`src/design/vlr_pkg.sv`:
```
// Shared types and constants for the vertex-level read-modify-write controller.
// Used by vlr_tag_queue, vlr_resolve and vertex_level_rmw_controller; no dependencies.
`default_nettype none

package vlr_pkg;

  localparam int CORE_COUNT    = 8;
  localparam int CORE_SHIFT    = $clog2(CORE_COUNT);
  localparam int PENDING_DEPTH = 16;
  localparam int IDX_W         = $clog2(PENDING_DEPTH);
  localparam int CNT_W         = $clog2(PENDING_DEPTH + 1);
  localparam int VERTEX_BITS   = 20;

  localparam int RVTX_W  = 21;
  localparam int LEVEL_W = 17;
  localparam int ITER_W  = 16;
  localparam int DATA_W  = 18;
  localparam int RADDR_W = 18;
  localparam int WADDR_W = 17;

  localparam int IN_W  = 104;
  localparam int OUT_W = 104;

  localparam logic signed [RVTX_W-1:0]  READ_PASS  = -21'sd2;
  localparam logic signed [RADDR_W-1:0] ADDR_PASS  = -18'sd2;
  localparam logic signed [LEVEL_W-1:0] LEVEL_NONE = -17'sd1;
  localparam logic signed [DATA_W-1:0]  DATA_NONE  = -18'sd1;

  typedef struct packed {
    logic                      is_push;
    logic [VERTEX_BITS-1:0]    vertex;
    logic signed [DATA_W-1:0]  level;
    logic                      pull_first;
  } tag_t;

  typedef struct packed {
    logic                       pop;
    logic signed [RADDR_W-1:0]  rd_addr;
    logic                       rd_valid;
    logic                       d_valid;
    logic                       d_push;
    logic [VERTEX_BITS-1:0]     d_vertex;
    logic signed [LEVEL_W-1:0]  d_level;
    logic                       d_pf;
    logic [ITER_W-1:0]          iter;
    logic signed [DATA_W-1:0]   m_data;
    logic                       done;
  } stage_t;

  // The last member lands in the lowest bits, so mem_read_addr starts at bit 0.
  typedef struct packed {
    logic                    iteration_done;
    logic                    active_valid;
    logic                    active_pull_first;
    logic                    active_updated;
    logic [VERTEX_BITS-1:0]  active_vertex;
    logic                    source_level_valid;
    logic [DATA_W-1:0]       source_level;
    logic                    mem_write_valid;
    logic [DATA_W-1:0]       mem_write_level;
    logic [WADDR_W-1:0]      mem_write_addr;
    logic                    mem_read_valid;
    logic [RADDR_W-1:0]      mem_read_addr;
  } result_t;

endpackage

`default_nettype wire

```
`src/design/vlr_tag_queue.sv`:
```
// Pending-read tag FIFO kept in a synchronous memory with a registered head read.
// Depends on vlr_pkg.
`default_nettype none

module vlr_tag_queue
  import vlr_pkg::*;
(
  input  wire logic             clk,
  input  wire logic             rst,
  input  wire logic             advance,
  input  wire logic             pop,
  input  wire logic             push,
  input  wire tag_t             push_tag,
  output logic [CNT_W-1:0]      count,
  output tag_t                  head_tag
);

  tag_t             mem [PENDING_DEPTH];
  logic [IDX_W-1:0] head;
  logic [IDX_W-1:0] tail;

  always_ff @(posedge clk) begin
    if (advance) begin
      head_tag <= mem[head];
    end
    if (push) begin
      mem[tail] <= push_tag;
    end
  end

  always_ff @(posedge clk) begin
    if (rst) begin
      head  <= '0;
      tail  <= '0;
      count <= '0;
    end else begin
      if (pop) begin
        head <= (head == IDX_W'(PENDING_DEPTH - 1)) ? '0 : head + 1'b1;
      end
      if (push) begin
        tail <= (tail == IDX_W'(PENDING_DEPTH - 1)) ? '0 : tail + 1'b1;
      end
      if (push && !pop) begin
        count <= count + 1'b1;
      end else if (pop && !push) begin
        count <= count - 1'b1;
      end
    end
  end

endmodule

`default_nettype wire

```
`src/design/vlr_resolve.sv`:
```
// Second stage: compares returned levels against popped tags and forms the result beat.
// Depends on vlr_pkg.
`default_nettype none

module vlr_resolve
  import vlr_pkg::*;
(
  input  wire stage_t  st,
  input  wire tag_t    tag,
  output result_t      res
);

  logic                       pull_wr;
  logic signed [DATA_W-1:0]   d_level_x;
  logic signed [DATA_W-1:0]   iter_x;

  assign pull_wr   = st.d_valid && !st.d_push;
  assign d_level_x = DATA_W'(st.d_level);
  assign iter_x    = $signed({2'b00, st.iter});

  always_comb begin
    res = '0;
    res.mem_read_addr  = st.rd_addr;
    res.mem_read_valid = st.rd_valid;
    res.iteration_done = st.done;
    if (pull_wr) begin
      res.active_vertex     = st.d_vertex;
      res.active_pull_first = st.d_pf;
      res.active_valid      = 1'b1;
      if (st.d_level != LEVEL_NONE && d_level_x <= iter_x) begin
        res.mem_write_addr  = WADDR_W'(st.d_vertex >> CORE_SHIFT);
        res.mem_write_level = d_level_x + DATA_W'(1);
        res.mem_write_valid = 1'b1;
        res.active_updated  = 1'b1;
      end
    end else if (st.pop && tag.is_push) begin
      res.active_vertex     = tag.vertex;
      res.active_pull_first = tag.pull_first;
      res.active_valid      = 1'b1;
      if (st.m_data > tag.level || st.m_data == DATA_NONE) begin
        res.mem_write_addr  = WADDR_W'(tag.vertex >> CORE_SHIFT);
        res.mem_write_level = tag.level;
        res.mem_write_valid = 1'b1;
        res.active_updated  = 1'b1;
      end
    end
    if (st.pop && !tag.is_push) begin
      res.source_level       = st.m_data;
      res.source_level_valid = 1'b1;
    end
  end

endmodule

`default_nettype wire

```
`src/design/vertex_level_rmw_controller.sv`:
```
// Top level of the vertex-level read-modify-write controller: issue stage and output stage.
// Depends on vlr_pkg, vlr_tag_queue and vlr_resolve.
//
//   Port group  Dir  Payload
//   s_*         in   one request/return beat per ready cycle (s_tdata, s_tuser=dst_is_push)
//   m_*         out  one result beat per accepted input beat (m_tdata)
//
// One beat enters per cycle while s_tready is high; its result appears on the following cycle.
// The tag memory read of the queue head is registered in step with the issue stage.
// Reset empties the tag queue at once; tag memory contents are not cleared.
// A stall on m_tready holds the result and stops input only when the output stage is full.
`default_nettype none

module vertex_level_rmw_controller
  import vlr_pkg::*;
(
  input  wire logic             clk,
  input  wire logic             rst,
  input  wire logic             s_tvalid,
  output logic                  s_tready,
  // pull_read_valid, pull_read_vertex, dst_valid, dst_vertex, dst_level,
  // dst_pull_first, front_end, iteration_number, mem_data, mem_data_valid
  input  wire logic [IN_W-1:0]  s_tdata,
  // dst_is_push
  input  wire logic             s_tuser,
  output logic                  m_tvalid,
  input  wire logic             m_tready,
  // mem_read_addr, mem_read_valid, mem_write_addr, mem_write_level,
  // mem_write_valid, source_level, source_level_valid, active_vertex,
  // active_updated, active_pull_first, active_valid, iteration_done
  output logic [OUT_W-1:0]      m_tdata
);

  logic                       rd_req;
  logic signed [RVTX_W-1:0]   rd_vertex;
  logic                       d_valid;
  logic [VERTEX_BITS-1:0]     d_vertex;
  logic signed [LEVEL_W-1:0]  d_level;
  logic                       d_pf;
  logic                       f_end;
  logic [ITER_W-1:0]          iter;
  logic signed [DATA_W-1:0]   m_data;
  logic                       m_valid;

  logic                       advance;
  logic                       pop;
  logic                       push;
  logic                       want_read;
  logic [CNT_W-1:0]           count;
  tag_t                       push_tag;
  tag_t                       head_tag;
  stage_t                     st_next;
  stage_t                     st;
  logic                       out_valid;
  result_t                    res;

  logic signed [RVTX_W:0]     rd_biased;
  logic signed [RVTX_W:0]     rd_quot;
  logic signed [RADDR_W-1:0]  rd_addr;

  assign rd_req    = s_tdata[0];
  assign rd_vertex = $signed(s_tdata[21:1]);
  assign d_valid   = s_tdata[22];
  assign d_vertex  = s_tdata[42:23];
  assign d_level   = $signed(s_tdata[59:43]);
  assign d_pf      = s_tdata[60];
  assign f_end     = s_tdata[61];
  assign iter      = s_tdata[77:62];
  assign m_data    = $signed(s_tdata[95:78]);
  assign m_valid   = s_tdata[96];

  assign s_tready  = !out_valid || m_tready;
  assign advance   = s_tvalid && s_tready;
  assign pop       = advance && m_valid && (count != '0);
  assign want_read = rd_req || (d_valid && s_tuser);
  assign push      = advance && want_read &&
                     ((count != CNT_W'(PENDING_DEPTH)) || pop);

  // Signed division by the core count rounds toward zero.
  assign rd_biased = (RVTX_W + 1)'(rd_vertex) +
                     (rd_vertex[RVTX_W-1] ? (RVTX_W + 1)'(CORE_COUNT - 1) : '0);
  assign rd_quot   = rd_biased >>> CORE_SHIFT;

  always_comb begin
    push_tag = '0;
    rd_addr  = '0;
    if (rd_req) begin
      rd_addr = (rd_vertex == READ_PASS) ? ADDR_PASS : RADDR_W'(rd_quot);
    end else begin
      rd_addr             = $signed(RADDR_W'(d_vertex >> CORE_SHIFT));
      push_tag.is_push    = 1'b1;
      push_tag.vertex     = d_vertex;
      push_tag.level      = DATA_W'(d_level);
      push_tag.pull_first = d_pf;
    end
  end

  always_comb begin
    st_next          = '0;
    st_next.pop      = pop;
    st_next.rd_addr  = push ? rd_addr : '0;
    st_next.rd_valid = push;
    st_next.d_valid  = d_valid;
    st_next.d_push   = s_tuser;
    st_next.d_vertex = d_vertex;
    st_next.d_level  = d_level;
    st_next.d_pf     = d_pf;
    st_next.iter     = iter;
    st_next.m_data   = m_data;
    st_next.done     = f_end && (count == '0);
  end

  vlr_tag_queue u_queue (
    .clk      (clk),
    .rst      (rst),
    .advance  (advance),
    .pop      (pop),
    .push     (push),
    .push_tag (push_tag),
    .count    (count),
    .head_tag (head_tag)
  );

  always_ff @(posedge clk) begin
    if (advance) begin
      st <= st_next;
    end
  end

  always_ff @(posedge clk) begin
    if (rst) begin
      out_valid <= 1'b0;
    end else if (s_tready) begin
      out_valid <= s_tvalid;
    end
  end

  vlr_resolve u_resolve (
    .st  (st),
    .tag (head_tag),
    .res (res)
  );

  assign m_tvalid = out_valid;
  assign m_tdata  = {6'b0, res};

endmodule

`default_nettype wire

```
`config.mk`:
```
export PLATFORM = sky130hd
export DESIGN_NAME = vertex_level_rmw_controller
export DESIGN_NICKNAME = d
export VERILOG_FILES = /design/src/design/vlr_pkg.sv /design/src/design/vlr_tag_queue.sv /design/src/design/vlr_resolve.sv /design/src/design/vertex_level_rmw_controller.sv
export SDC_FILE = /design/constraint.sdc
export NUM_CORES = 1
export LEC_CHECK = 0
export ABC_AREA = 1
export BUFFER_PORTS_ARGS = -buffer_cell sky130_fd_sc_hd__buf_2
export CAP_MARGIN = 0
export CORE_MARGIN = 5
export CORE_UTILIZATION = 30
export DETAILED_ROUTE_END_ITERATION = 8
export HOLD_SLACK_MARGIN = 0.1
export PLACE_DENSITY_LB_ADDON = 0.1
export SLEW_MARGIN = 10
export SYNTH_ARGS = -nofsm -noshare
export SYNTH_HDL_FRONTEND = slang
export SYNTH_HIERARCHICAL = 1
export SYNTH_SLANG_ARGS = --single-unit
```
`constraint.sdc`:
```
create_clock -name clk -period 6.5 [get_ports clk]
set_input_delay 1.3 -clock clk [delete_from_list [all_inputs] [get_ports clk]]
set_output_delay 1.3 -clock clk [all_outputs]
set_load 0.005 [all_outputs]
```
==> results.sh <==
export IMPL_synthToLayoutAreaGrowth_pct=14.9
export IMPL_grt_pass1_vias=24100
export IMPL_post_cts_resized=0
export IMPL_grt_pass1_wl_um=162000
export IMPL_yosysTopAreaCell="edfxtp_1"
export IMPL_power_mw=12.4
export IMPL_seq_area_frac_synth=0.638
export IMPL_run_status="finished clean"
export IMPL_rr_startpoint="u_queue/head[0]"
export IMPL_htreeDepth=3
export IMPL_min_path_cells=2
export IMPL_slew_viol_final=0
export IMPL_clk_pin_slew_ns=0.05
export IMPL_regToRegSetupSlack_ns=3.24
export IMPL_hold_start="m_tvalid"
export IMPL_ant_nets=0
export IMPL_grt_usage=0.166
export IMPL_cts_root_buf="clkbuf_16"
export IMPL_grt_remaining_overflow=0
export IMPL_p_leak_nw=18.9
export IMPL_yosysMostFrequentCell="nand2_1"
export IMPL_timing_setup_tns_ns=0
export IMPL_core_area_um2=122000
export IMPL_ctsHoldBuffers=0
export IMPL_syn_inst=3770
export IMPL_cts_buffers=94
export IMPL_drive_gt1_frac=0.122
export IMPL_cts_buffer_depth=3
export IMPL_cts_tree="yes"
export IMPL_routed_wl_um=110000
export IMPL_crit_fanout=20
export IMPL_setup_violations=0
export IMPL_postCtsSetupRepairBufs=0
export IMPL_place_ws_ns=2.08
export IMPL_final_period_utilization=0.788
export IMPL_synth_area_um2=36900
export IMPL_synth_area_leaders="edfxtp_1, nand2_1, inv_1"
export IMPL_vias=25000
export IMPL_synth_avg_cell_area_um2=9.79
export IMPL_grt_max_degree=144
export IMPL_core_rowCount=128
export IMPL_max_freq_ghz=0.195
export IMPL_tightest_slew_ns=1.17
export IMPL_worstSetupPathType="reg2out"
export IMPL_synth_edf_count=775
export IMPL_power_density_nw_per_um2=292
export IMPL_die_area_um2=130000
export IMPL_synth_warning_count=6
export IMPL_start_util=0.302
export IMPL_die_h_um=361
export IMPL_hold_path_class="reg2reg"
export IMPL_yosys_register_bits=789
export IMPL_hold_violations=0
export IMPL_pin_count=215
export IMPL_synth_cell_types=46
export IMPL_vias_per_cell=4.42
export IMPL_max_slew_margin=0.218
export IMPL_cp_end_kind="output pin"
export IMPL_synth_top_cell_area_share=0.631
export IMPL_cp_data_required_time_ns=5.20
export IMPL_finClkSkew_ns=0.0218
export IMPL_die_width_um=361
export IMPL_antenna_found_initial=5
export IMPL_hold_end="m_tvalid"
export IMPL_final_setup_worst_slack_ns=1.38
export IMPL_final_util=0.347
export IMPL_ir_worst_vdd_mv=0.186
export IMPL_hpwl_um=62300
export IMPL_reg2reg_to="u_queue/head_tag[30]"
export IMPL_synth_async_reset_ratio=0
export IMPL_drt_iter0_drc=1838
export IMPL_nets=4105
export IMPL_rsz0062_at_grt="false"
export IMPL_synthFlopType="edfxtp_1"
export IMPL_cts_sinks=789
export IMPL_drtPass1Iterations=5
export IMPL_port_buffer_count=201
export IMPL_drv_cap=0
export IMPL_fin_crit_ns=5.12
export IMPL_arrival_ns=3.82
export IMPL_drc_errors=0
export IMPL_cp_start_kind="flip-flop"
export IMPL_reg2regPathDepth=9
export IMPL_clk_latency_ns=0.68
export IMPL_hold_slack_ns=0.524
export IMPL_avgRoutedWirePerCell_um=19.4
export IMPL_gp_congestion=0.808
export IMPL_yosys_top_cells_count="nand2_1, edfxtp_1, inv_1"
[registers in the layout, summed over array words and instances (netlist names)]
| signal | flops |
|---|---|
| u_queue/mem | 640 |
| u_queue/head_tag | 40 |
| m_tvalid | 1 |
| u_queue/tail | 4 |
| u_queue/count | 5 |
| st | 95 |
| u_queue/head | 4 |
[critical path: stages, from the launching register on]
cell      delay (ns)
edfxtp_1        0.39
ha_1            0.22
nand3_2         0.12
nor2_2          0.19
nand2_2         0.10
nor2_2          0.13
nand4_1         0.09
nor3_1          0.16
ha_1            0.17
clkinv_1        0.50
buf_4           0.47
nand4_1         0.14
nand2_1         0.22
buf_2           0.20
[report_power, final]
group	switching [mW]	internal [mW]
registers	0.0992	5.76
logic	1.03	0.420
clock network	2.13	2.95
[routing by layer]
layer  track usage  wire, µm  up-vias
met3        0.0337      5900      110
met1         0.240     53500    12000
met2         0.259     48800      545
met5             0        13        -
met4        0.0317      1690        2
li1              -         -    12400
[how the worst max path moves through the flow]
stage | from | to | slack [ns] | depth (start not counted)
4_1_cts | st[37] | m_tdata[35] | 1.33 | 13
2_1_floorplan | m_tready | u_queue/mem[7][0] | 0.26 | 11
6_report | st[37] | m_tdata[35] | 1.38 | 13
5_1_grt | st[37] | m_tdata[35] | 1.06 | 13
3_3_place_gp | st[37] | m_tdata[35] | 2.07 | 13
3_5_place_dp | st[37] | m_tdata[35] | 2.08 | 13
[through the flow]
stage | instances | cell area (µm²)
2_1_floorplan | 3775 | 36900
3_3_place_gp | 5477 | 39500
3_5_place_dp | 5477 | 39500
4_1_cts | 5648 | 42400
5_1_grt | 5648 | 42400
6_report | 5652 | 42400
[final cells by class]
cell class,instances,area (µm²)
diodes,4,10.0
clock inverters,49,409
multi-input cells,2027,9430
repair buffers,260,1510
fillers,12500,79600
inverters,776,2940
well taps,1625,2030
clock buffers,122,2510
flip-flops and latches,789,23600
[cells in the final DEF, fill, tap and decap left out, drive strengths merged, types with 4 or more instances in the layout]
cell       n
nand2   1195
inv      776
edfxtp   775
nand3    486
buf      260
nor2     130
clkbuf   122
nand4     51
ha        47
clkinv    41
a21oi     27
a22o      21
o21ai     21
dfxtp     14
xor2       9
nor3       9
conb       6
bufinv     6
nand3b     6
xnor2      5
diode      4
nor4       4
[cells by family after synthesis]
| group | after synthesis | share of synthesized area |
|---|---|---|
| AOI/OAI and AO/OA | 73 | 0.0127 |
| xor gates and xnor gates | 14 | 0.00332 |
| adders and majority gates | 48 | 0.0165 |
| buffers and inverters | 959 | 0.110 |
| DFF | 789 | 0.638 |
| other | 1 | 0.000102 |
| and+or+nand+nor | 1886 | 0.219 |
(Power assumes the default switching activity.)
